`src/rtl/asp_pkg.sv`:
```
// shared types, widths and saturation helpers for the aliquot sum block
// no dependencies; imported by asp_div, asp_seq, aliquot_sum_perfect_test and both tb files
package asp_pkg;

    localparam int NUM_BITS = 31;
    localparam int DIV_W    = NUM_BITS / 2 + 2;
    localparam int STEP_W   = $clog2(NUM_BITS);
    localparam int CNT_W    = 11;
    localparam int SUM_W    = 34;

    localparam logic [CNT_W-1:0] CNT_MAX = {CNT_W{1'b1}};
    localparam logic [SUM_W-1:0] SUM_MAX = {SUM_W{1'b1}};
    localparam logic [DIV_W-1:0] I_START = DIV_W'(2);

    typedef logic [NUM_BITS-1:0] num_t;
    typedef logic [DIV_W-1:0]    div_t;
    typedef logic [CNT_W-1:0]    cnt_t;
    typedef logic [SUM_W-1:0]    sum_t;

    typedef enum logic [1:0] {
        SEQ_IDLE,
        SEQ_ISSUE,
        SEQ_WAIT,
        SEQ_FINISH
    } seq_state_t;

    typedef struct packed {
        logic start;
        num_t dividend;
        div_t divisor;
    } div_req_t;

    typedef struct packed {
        logic done;
        num_t quotient;
        div_t remainder;
    } div_rsp_t;

    typedef struct packed {
        logic valid;
        cnt_t count;
        sum_t sum;
        logic perfect;
    } res_t;

    function automatic cnt_t sat_cnt(input logic [CNT_W:0] value);
        cnt_t result;
        result = value[CNT_W] ? CNT_MAX : value[CNT_W-1:0];
        return result;
    endfunction

    function automatic sum_t sat_sum(input logic [SUM_W:0] value);
        sum_t result;
        result = value[SUM_W] ? SUM_MAX : value[SUM_W-1:0];
        return result;
    endfunction

endpackage

```
`src/rtl/asp_seq.sv`:
```
// trial-division sequencer: steps the divisor, accumulates count and sum
// depends on asp_pkg; drives the shared asp_div through div_req_t / div_rsp_t
module asp_seq (
    input  logic              aclk,
    input  logic              aresetn,
    input  logic              s_valid,
    output logic              s_ready,
    input  asp_pkg::num_t     s_number,
    output asp_pkg::div_req_t req,
    input  asp_pkg::div_rsp_t rsp,
    output asp_pkg::res_t     res,
    input  logic              res_take
);
    import asp_pkg::*;

    seq_state_t state_reg, state_next;
    num_t       n_reg, n_next;
    div_t       i_reg, i_next;
    cnt_t       cnt_reg, cnt_next;
    sum_t       sum_reg, sum_next;

    div_t       i_inc;
    logic       stop;
    logic       hit;
    logic       square;
    cnt_t       cnt_fin;
    sum_t       sum_fin;

    assign i_inc   = i_reg + 1'b1;
    assign stop    = rsp.quotient < NUM_BITS'(i_reg);
    assign hit     = rsp.remainder == '0;
    assign square  = rsp.quotient == NUM_BITS'(i_reg);
    assign cnt_fin = sat_cnt({1'b0, cnt_reg} + (CNT_W+1)'(1));
    assign sum_fin = sat_sum({1'b0, sum_reg} + (SUM_W+1)'(1));

    // next state
    always_comb begin
        state_next = state_reg;
        unique case (state_reg)
            SEQ_IDLE: begin
                if (s_valid) begin
                    state_next = SEQ_ISSUE;
                end
            end
            SEQ_ISSUE: begin
                state_next = SEQ_WAIT;
            end
            SEQ_WAIT: begin
                if (rsp.done && stop) begin
                    state_next = SEQ_FINISH;
                end
            end
            SEQ_FINISH: begin
                if (res_take) begin
                    state_next = SEQ_IDLE;
                end
            end
            default: begin
                state_next = SEQ_IDLE;
            end
        endcase
    end

    // outputs
    always_comb begin
        s_ready      = 1'b0;
        req.start    = 1'b0;
        req.dividend = n_reg;
        req.divisor  = i_reg;
        res.valid    = 1'b0;
        res.count    = cnt_fin;
        res.sum      = sum_fin;
        res.perfect  = sum_fin == SUM_W'(n_reg);
        unique case (state_reg)
            SEQ_IDLE: begin
                s_ready = 1'b1;
            end
            SEQ_ISSUE: begin
                req.start = 1'b1;
            end
            SEQ_WAIT: begin
                // chain the next trial straight off the finished division
                req.start   = rsp.done && !stop;
                req.divisor = i_inc;
            end
            SEQ_FINISH: begin
                res.valid = 1'b1;
            end
            default: begin
                s_ready = 1'b0;
            end
        endcase
    end

    // datapath
    always_comb begin
        n_next   = n_reg;
        i_next   = i_reg;
        cnt_next = cnt_reg;
        sum_next = sum_reg;
        if (state_reg == SEQ_IDLE && s_valid) begin
            n_next   = s_number;
            i_next   = I_START;
            cnt_next = '0;
            sum_next = '0;
        end else if (state_reg == SEQ_WAIT && rsp.done && !stop) begin
            i_next = i_inc;
            if (hit) begin
                if (square) begin
                    cnt_next = sat_cnt({1'b0, cnt_reg} + (CNT_W+1)'(1));
                    sum_next = sat_sum({1'b0, sum_reg} + (SUM_W+1)'(i_reg));
                end else begin
                    cnt_next = sat_cnt({1'b0, cnt_reg} + (CNT_W+1)'(2));
                    sum_next = sat_sum({1'b0, sum_reg} + (SUM_W+1)'(i_reg)
                                       + (SUM_W+1)'(rsp.quotient));
                end
            end
        end
    end

    always_ff @(posedge aclk) begin
        if (!aresetn) begin
            state_reg <= SEQ_IDLE;
        end else begin
            state_reg <= state_next;
        end
        n_reg   <= n_next;
        i_reg   <= i_next;
        cnt_reg <= cnt_next;
        sum_reg <= sum_next;
    end

`ifndef SYNTHESIS
    a_start_single: assert property (@(posedge aclk) disable iff (!aresetn)
        req.start |=> !req.start)
        else $error("divider started on consecutive cycles");

    a_done_in_wait: assert property (@(posedge aclk) disable iff (!aresetn)
        rsp.done |-> state_reg == SEQ_WAIT)
        else $error("division finished outside the wait state");

    a_divisor_floor: assert property (@(posedge aclk) disable iff (!aresetn)
        state_reg == SEQ_WAIT |-> i_reg >= I_START)
        else $error("trial divisor below two");

    a_result_nonzero: assert property (@(posedge aclk) disable iff (!aresetn)
        res.valid |-> res.count != '0 && res.sum != '0)
        else $error("result misses the divisor one");
`endif

endmodule

```
`config.mk`:
```
export PLATFORM = sky130hd
export DESIGN_NAME = asp_seq
export DESIGN_NICKNAME = d
export VERILOG_FILES = /design/src/rtl/asp_pkg.sv /design/src/rtl/asp_seq.sv
export SDC_FILE = /design/constraint.sdc
export NUM_CORES = 1
export LEC_CHECK = 0
export BUFFER_PORTS_ARGS = -buffer_cell sky130_fd_sc_hd__buf_4
export CAP_MARGIN = 10
export CORE_MARGIN = 10
export CORE_UTILIZATION = 55
export CTS_CLUSTER_SIZE = 20
export DETAILED_ROUTE_END_ITERATION = 12
export HOLD_SLACK_MARGIN = 0.1
export PLACE_DENSITY = 0.79
export RECOVER_POWER = 50
export SYNTH_ARGS = -nofsm -noshare
export SYNTH_HDL_FRONTEND = slang
export SYNTH_SLANG_ARGS = --single-unit
export TNS_END_PERCENT = 20
```
`constraint.sdc`:
```
create_clock -name aclk -period 11.1 [get_ports aclk]
set_clock_uncertainty 0.2 [all_clocks]
set_input_delay 1.665 -clock aclk [delete_from_list [all_inputs] [get_ports aclk]]
set_output_delay 1.665 -clock aclk [all_outputs]
set_load 0.05 [all_outputs]
```
# Word level (Yosys, flattened, before mapping)

Cells that the tools add are included.

Flip-flop bits (word level): 95
Output and inout port bits: 97
Input bits: 84

Reduce and logical (&&, ||, !) cells: 10
Add/sub/neg operators: 6
Multiplexer cells: 15
Equal/unequal tests: 8
$lt $le $gt $ge: 1

Operators with widths:

| operator                | count |
|---|---|
| $mux W34                | 4 |
| $add A34 B1 Y35 const B | 1 |
| $add A34 B17 Y35        | 1 |
| $add A35 B31 Y35        | 1 |
| $eq A34 B31 Y1          | 1 |
| $mux W11                | 3 |
| $eq A31 B17 Y1          | 1 |
| $lt A31 B17 Y1          | 1 |
| $add A17 B1 Y17 const B | 1 |
| $logic_not A17 Y1       | 1 |
| $mux W17                | 1 |
| $add A11 B1 Y12 const B | 1 |
| $add A11 B2 Y12 const B | 1 |
| $pmux W2 S4             | 1 |
| $mux W2                 | 3 |
| $ne A2 B2 Y1 const B    | 3 |
| $logic_and A1 B1 Y1     | 5 |
| $eq A2 B2 Y1 const B    | 2 |
| $reduce_and A3 Y1       | 1 |
| $eq A2 B1 Y1 const B    | 1 |
| $logic_not A2 Y1        | 1 |
| $mux W1                 | 2 |
| $pmux W1 S2             | 1 |
| $reduce_and A2 Y1       | 1 |
| $logic_not A1 Y1        | 1 |

# Depth between registers and ports, before layout

Gate-level depths: netlist of run 1.

Word-level depth: 4
Gate-level depth with buffers: 22

# Worst setup path before layout of run 1

OpenSTA, ideal clock, no wires.

Path kind: reg-to-output
From: reg sum_reg[1]
To: out res[0] in the netlist's numbering
Required time: 9235 ps
Path slack: 4601 ps
Path buffers: 1
Arrival: 4634 ps
Cell stages (with the launch flop): 10
Cells stage by stage: dfxtp_1 > ha_1 > and4_1 > clkbuf_1 > and2_1 > a41oi_1 > or4_1 > a2111oi_2 > nand4_1 > nor4_1

RTL lines:

| what                   | RTL line       | text |
|---|---|---|
| from (decl)            | asp_seq.sv:20  | `sum_t sum_reg, sum_next;` |
| from (signal assigned) | asp_seq.sv:130 | `sum_reg <= sum_next;` |
| to (decl)              | asp_seq.sv:11  | `output asp_pkg::res_t res,` |

==> metrics.cfg, run 1 <==
[synth]
async_flop_share=0
yosysWarnings=0
ys.flop_type=dfxtp_1
syn_inst=1172
synth-seq-area-share=0.244
synth-edff-count=31
syn_area_um2=9050
syn_avg_cell_area_um2=7.72
ys_ff_latch=95
synth_cell_types=66
postSynthNetCount=1332

[placed_design]
dp_cells=1520
port_buffers=180
dpl.hpwl_mm=23.5
place.gp.congestion=0.976

[worst_hold_path]
whs_path_depth=2
min_from=sum_reg[8]
worstHoldPathType=reg2reg
holdPathEnd=sum_reg[8]

[clocking]
cts_tree=yes
cts_hold_buf=0
clk_pin_slew_worst_paths_ns=0.07
cts_resized=0
cts.htree.levels=3
cts_sinks=95
cts_buffer_depth=2
clock-root-buffer=clkbuf_16
cts_buffers=9
clock_latency_ns=0.36
postCtsSetupRepairBufs=0

[worst_setup_path]
cp_slowest_cell=dfxtp_1
worst-r2r-cell-count=21
cp_cell_sequence=nand4_1 > nor4_2 > nand4_4 > a41o_1 > or3_1 > or4_1 > a2111oi_2 > nand4_1 > nor4_1 > buf_4
crit_path_max_fanout=45
r2r_start=i_reg[0]
critPathLaunchType=flop
worst_path_most_repeated_cell=nand4_1
critPathKind=reg2out
cpPeakStageDelay_ns=0.65
critPathBufInv=1
cp_top_family=simple AND/OR/NAND/NOR gates
reg2reg_to=sum_reg[30]
cp-end-kind=primary output
required_ns=9.24
r2r_slack_ns=5.29
arrival_ns=4.63

[outcome]
status=finished with violations
violations=max-capacitance violations, max-slew violations

[die]
core.rowCount=46
die_x_um=148
core_area_um2=16000
io_pins=181
die_area_um2=22000
fp.dieH_um=148
initial_utilization=0.566

[route]
dr.pass1.iters=6
viasPerCell=6.15
post-route-drc-count=0
num_vias=9445
wl_mm=29.6
drt-wirelength-per-cell_um=19.3
postRouteAntennaNets=0
drt_iter0_drc=766

[sta]
grt_setup_unrepaired=no
slew_viol_final=74
relSlewSlack=-1.60
tns_ns=0
hold_violations=0
setup-violations-final=0
worstMarginPinSlew_ns=3.90
finalCritPeriodShare=0.585
fmax_mhz=154
min_period_ns=6.50

[global_routing]
overflow=0
grt_pass1_vias=9104
grt_start_max_net_pins=74
grt_util_all_layers=0.259
grt_pass1_wl_mm=47.0
antenna_found_initial=0

[cells_and_area]
largest_reg_flops=34
drive_gt1_frac=0.133
areaGrowthSynthToFinish_pct=17.7
fin_cells=1536
antennaDiodeCount=0
layout.nets=1475

[pwr]
powerDensity_nw_per_um2=111
max-vdd-ir-drop_uv=136
leakage_uw=0.00464

[job]
drv_cap=1

[cell type report]
type / instances / area [um^2]
Clock buffer: 10 / 229
Clock inverter: 6 / 77.6
Fill cell: 1508 / 5350
Inverter: 41 / 154
Multi-Input combinational cell: 981 / 6470
Sequential cell: 95 / 2210
Tap cell: 216 / 270
Timing Repair Buffer: 187 / 1230
[routing by layer]
layer | vias to the layer above | global-route usage | part of all wire
li1 | 4564 | - | -
met1 | 4430 | 0.296 | 0.39
met2 | 380 | 0.463 | 0.51
met3 | 71 | 0.0476 | 0.066
met4 | 0 | 0.108 | 0.035
met5 | - | 0 | 0
[worst max path at each step]
stage | depth (start not counted) | to | slack (ns) | start
2_1_floorplan | 9 | res[0] | 4.60 | sum_reg[1]
3_3_place_gp | 10 | res[0] | 5.14 | sum_reg[21]
3_5_place_dp | 10 | res[0] | 5.08 | sum_reg[21]
4_1_cts | 10 | res[0] | 4.66 | sum_reg[21]
5_1_grt | 10 | res[0] | 4.27 | sum_reg[19]
6_report | 10 | res[0] | 4.60 | sum_reg[19]
[cells in the mapped netlist, drive strengths merged, types with 9 or more instances]
| master | count | share of area |
|---|---|---|
| and4 | 10 | 0.0097 |
| a211oi | 11 | 0.0091 |
| o21a | 10 | 0.0083 |
| nor4 | 17 | 0.014 |
| nor2 | 103 | 0.043 |
| o221ai | 25 | 0.024 |
| inv | 40 | 0.017 |
| and2 | 9 | 0.0062 |
| nand2 | 155 | 0.064 |
| nor3 | 18 | 0.010 |
| a21o | 26 | 0.022 |
| o211ai | 10 | 0.0083 |
| xnor2 | 94 | 0.091 |
| nand2b | 13 | 0.0090 |
| a21oi | 86 | 0.048 |
| nand4 | 42 | 0.032 |
| dfxtp | 64 | 0.14 |
| o21ai | 53 | 0.029 |
| a31oi | 19 | 0.013 |
| ha | 74 | 0.10 |
| and3 | 29 | 0.020 |
| nand3 | 39 | 0.022 |
| clkbuf | 48 | 0.020 |
| edfxtp | 31 | 0.10 |
| xor2 | 43 | 0.042 |
[through the flow]
step | utilization | hold slack [ns] | instance area [um^2] | setup slack (ns) | total power (uW)
detailed placement | 0.657 | 0.310 | 10500 | 5.08 | 873
CTS | 0.676 | 0.321 | 10800 | 4.66 | 1210
finish | 0.666 | 0.316 | 10700 | 4.60 | 1180
floorplan | - | 0.259 | 9050 | 4.60 | 725
global route | 0.666 | 0.351 | 10700 | 4.27 | 1230
global placement | 0.657 | 0.297 | 10500 | 5.14 | 867
[placed cells by master, fill, tap and decap left out, types with 7 or more instances in the layout]
| cell | instances |
|---|---|
| o211ai_1 | 10 |
| buf_4 | 110 |
| inv_1 | 41 |
| a21oi_1 | 86 |
| nand2_1 | 155 |
| nor3_1 | 18 |
| and4_1 | 10 |
| nor2_1 | 103 |
| a211oi_1 | 11 |
| o21bai_1 | 7 |
| nor4_1 | 15 |
| clkbuf_16 | 9 |
| o21ai_0 | 52 |
| clkbuf_4 | 32 |
| xor2_1 | 43 |
| a31oi_1 | 19 |
| nand4_1 | 40 |
| o221ai_1 | 25 |
| dfxtp_1 | 64 |
| xnor2_1 | 94 |
| edfxtp_1 | 31 |
| nor2b_1 | 8 |
| nand3_1 | 39 |
| a21o_1 | 26 |
| clkbuf_1 | 46 |
| nand2b_1 | 13 |
| ha_1 | 74 |
| and3_1 | 29 |
| o21a_1 | 10 |
| and2_1 | 9 |
[power by group]
group | switching, uW | internal [uW]
registers | 38.3 | 406
logic | 290 | 106
clock network | 159 | 180
[worst register-to-register path, delay by kind of cell (launching register included)]
family	cells	cell delay [ns]
and+or+nand+nor	7	1.82
AOI/OAI and AO/OA	8	1.57
adders and majority gates	3	1.10
DFF	1	0.48
buffers and inverters	2	0.38
xor gates and xnor gates	1	0.15
[logic make-up after synthesis]
logic type,count (synthesis),synth area share
fa+ha+maj,76,0.107
buf+inv,96,0.0408
simple gates,467,0.254
mux,8,0.00940
xor+xnor,137,0.133
flops,95,0.244
compound gates,293,0.212
No activity file was read; power rests on OpenSTA's default activity.
==> inputs of run 2 (changes only) <==
--- a/config.mk
+++ b/config.mk
@@ -5,6 +5,7 @@
 export SDC_FILE = /design/constraint.sdc
 export NUM_CORES = 1
 export LEC_CHECK = 0
+export ABC_AREA = 1
 export BUFFER_PORTS_ARGS = -buffer_cell sky130_fd_sc_hd__buf_4
 export CAP_MARGIN = 10
 export CORE_MARGIN = 10
@@ -12,7 +13,7 @@
 export CTS_CLUSTER_SIZE = 20
 export DETAILED_ROUTE_END_ITERATION = 12
 export HOLD_SLACK_MARGIN = 0.1
-export PLACE_DENSITY = 0.79
+export PLACE_DENSITY = 0.78
 export RECOVER_POWER = 50
 export SYNTH_ARGS = -nofsm -noshare
 export SYNTH_HDL_FRONTEND = slang
==> constraint.sdc (replaced) <==
create_clock -name aclk -period 6 [get_ports aclk]
set_clock_uncertainty 0.2 [all_clocks]
set_input_delay 0.9 -clock aclk [delete_from_list [all_inputs] [get_ports aclk]]
set_output_delay 0.9 -clock aclk [all_outputs]
set_load 0.05 [all_outputs]
==> run 2 against run 1 <==
The flow still finishes with violations (max-capacitance violations, max-slew violations). Critical endpoint is now sum_reg[30]. Critical path depth rose by 17. Clock power rose by 79%. Synthesized cell count increased by 40%.
==> metrics.cfg, run 2 <==
[synth]
ys.flop_type=dfxtp_1
yosys-top-cells-area=nand2_1, dfxtp_1, edfxtp_1
syn_avg_cell_area_um2=6.24  ; -19%
yosys.area.top_type=nand2_1
postSynthNetCount=1797  ; +35%
synth_cell_types=48  ; -27%
synthTopCellsByCount=nand2_1, inv_1, nor2_1, a21oi_1
yosysMostFrequentCell=nand2_1
yosysTopAreaCellShare=0.174  ; +0.0322
synth-edff-count=31  ; unchanged
synth-seq-area-share=0.216  ; -0.0279
yosysWarnings=0  ; unchanged
syn_inst=1637  ; +40%
async_flop_share=0  ; unchanged
ys_ff_latch=95  ; unchanged
syn_area_um2=10200  ; +13%

[worst_setup_path]
crit_path_max_fanout=29  ; -36%
worst-r2r-cell-count=27  ; +29%
critPathKind=reg2reg
timing.critical_path.from=sum_reg[0]
reg2reg_to=sum_reg[30]
arrival_ns=5.21  ; +0.58 ns
required_ns=6.08  ; -3.16 ns
r2r_slack_ns=0.87  ; -4.42 ns
cp-end-kind=flop
r2r_start=sum_reg[0]
critPathLaunchType=flop

[clocking]
clk_pin_slew_worst_paths_ns=0.08  ; about the same
clock-root-buffer=clkbuf_16
cts_hold_buf=0  ; unchanged
cts_tree=yes
cts.htree.levels=3  ; unchanged
cts_buffer_depth=2  ; unchanged
postCtsSetupRepairBufs=0  ; unchanged
cts_resized=0  ; unchanged
cts_buffers=9  ; unchanged
cts_sinks=95  ; unchanged
clock_latency_ns=0.36  ; about the same

[global_routing]
overflow=0  ; unchanged
grt_pass1_wl_mm=57.4  ; +22%
grt_util_all_layers=0.293  ; +0.0339
grt_pass1_vias=11000  ; +20%
antenna_found_initial=0  ; unchanged
grt_start_max_net_pins=60  ; -19%

[placed_design]
placed_cell_area_um2=11700  ; +12%
place.gp.congestion=1.01  ; +3.7%
place_ws_ns=0.919  ; -4.16 ns
port_buffers=180  ; unchanged
dpl.hpwl_mm=30.7  ; +30%

[die]
io_pins=181  ; unchanged
initial_utilization=0.563  ; -0.00254
die_x_um=156  ; +5.4%
die_area_um2=24400  ; +11%
core.rowCount=49  ; +6.5%
fp.dieH_um=156  ; +5.4%
core_area_um2=18100  ; +13%

[cells_and_area]
antennaDiodeCount=0  ; unchanged
multi_input_area_um2=7060  ; +9.0%
seq_area_um2=2210  ; unchanged
areaGrowthSynthToFinish_pct=16.5
largest_reg_flops=34  ; unchanged
drive_gt1_frac=0.122  ; -0.0108
layout.nets=1962  ; +33%
fill_cells=1788  ; +19%
mostFrequentLayoutCell=nand2_1
finalInstanceArea_um2=11900  ; +12%
mostFrequentLayoutCells=nand2_1, inv_1, nor2_1, a21oi_1, buf_4

[route]
postRouteAntennaNets=0  ; unchanged
drt_iter0_drc=1061  ; +39%
post-route-drc-count=0  ; unchanged
drt-wirelength-per-cell_um=18.2  ; -5.5%
dr.pass1.iters=5  ; -1
wl_mm=37.1  ; +25%
viasPerCell=5.69  ; -7.4%
num_vias=11600  ; +23%

[job]
drv_cap=2  ; +1

[worst_hold_path]
whs_path_depth=2  ; unchanged
worstHoldPathType=reg2reg
holdPathEnd=cnt_reg[5]
min_from=cnt_reg[5]

[sta]
finalCritPeriodShare=0.854
hold_violations=0  ; unchanged
slew_viol_final=96  ; +30%
grt_setup_unrepaired=no
relSlewSlack=-0.823  ; +0.777
setup-violations-final=0  ; unchanged
worstMarginPinSlew_ns=2.73  ; -1.17 ns
hold_slack_ns=0.325  ; +0.00860 ns
tns_ns=0  ; unchanged
post-route-worst-setup-slack_ns=0.874  ; -3.73 ns
fmax_mhz=195
min_period_ns=5.13

[pwr]
powerDensity_nw_per_um2=313  ; +180%
leakage_uw=0.00601  ; +29%
max-vdd-ir-drop_uv=381  ; +180%

[outcome]
status=finished with violations
violations=max-capacitance violations, max-slew violations

## run 2: cell count changes after synthesis, moves of 41 or more
cell     change
a21oi_1     +42
inv_1      +164
nand2_1    +318
nand3_1     +41
nor2_1      +69
xnor2_1     -76
xor2_1      +49
## run 2: cells by family (layout without fill, tap and decap cells)
group	count (synthesis)	after routing	synth area share
DFF	95	95	0.216
xor gates and xnor gates	110	110	0.0943
adders and majority gates	76	76	0.0945
AOI/OAI and AO/OA	274	274	0.150
buffers and inverters	240	410	0.0928
and+or+nand+nor	842	842	0.352
## run 2: layout make-up
| type | instances | area share |
|---|---|---|
| clock buffer | 10 | 0.0210 |
| clock inverter | 6 | 0.00473 |
| inverter | 209 | 0.0659 |
| multi-input combinational | 1302 | 0.593 |
| sequential | 95 | 0.186 |
| tap | 229 | 0.0241 |
| timing repair buffer | 185 | 0.105 |
## run 2: worst max-delay path by stage
stage,endpoint,depth (start not counted)
after global routing,sum_reg[30],27
after global placement,sum_reg[22],27
after floorplan,res[0],13
final,sum_reg[30],27
after CTS,sum_reg[30],27
after detailed placement,sum_reg[30],27
## run 2: layer usage
metal  vias to the layer above  track usage  part of all wire
met2                       557        0.478              0.46
met3                       108       0.0748             0.091
li1                       5668            -                 -
met5                         -            0                 0
met1                      5258        0.353              0.40
met4                         0        0.143             0.048
## run 2: worst max-delay path: stages, from the launching register on
cell and delay [ns]:
dfxtp_1 0.50, ha_1 0.30, inv_1 0.09, fa_1 0.41
inv_1 0.10, nand3_1 0.07, nand2_1 0.12, nand2_1 0.08
nand2_2 0.12, a21oi_1 0.11, o21ai_0 0.28, nand2_1 0.09
nand2_1 0.08, xor2_1 0.20, inv_1 0.06, ha_1 0.36
nand2_1 0.09, nor2_1 0.21, nand2_1 0.09, nor2_1 0.10
nand2_1 0.06, nand2_1 0.10, nand4_1 0.14, nand2_2 0.10
nand2_1 0.06, nand2_2 0.54, o21ai_0 0.21, a21oi_1 0.17
## run 2: report_power, final
part | switching (uW) | internal, uW | leakage (uW)
Combinational | 1520 | 671 | 0.00505
Sequential | 140 | 793 | 0.000813
Clock | 289 | 317 | 0.000149
Total | 1950 | 1780 | 0.00601
## run 2: stage by stage
stage | total power (uW) | util | instances
2_1_floorplan | 2460 | - | 1637
3_3_place_gp | 3110 | 0.647 | 2020
3_5_place_dp | 3130 | 0.647 | 2020
4_1_cts | 3750 | 0.663 | 2036
5_1_grt | 3950 | 0.656 | 2036
6_report | 3730 | 0.656 | 2036
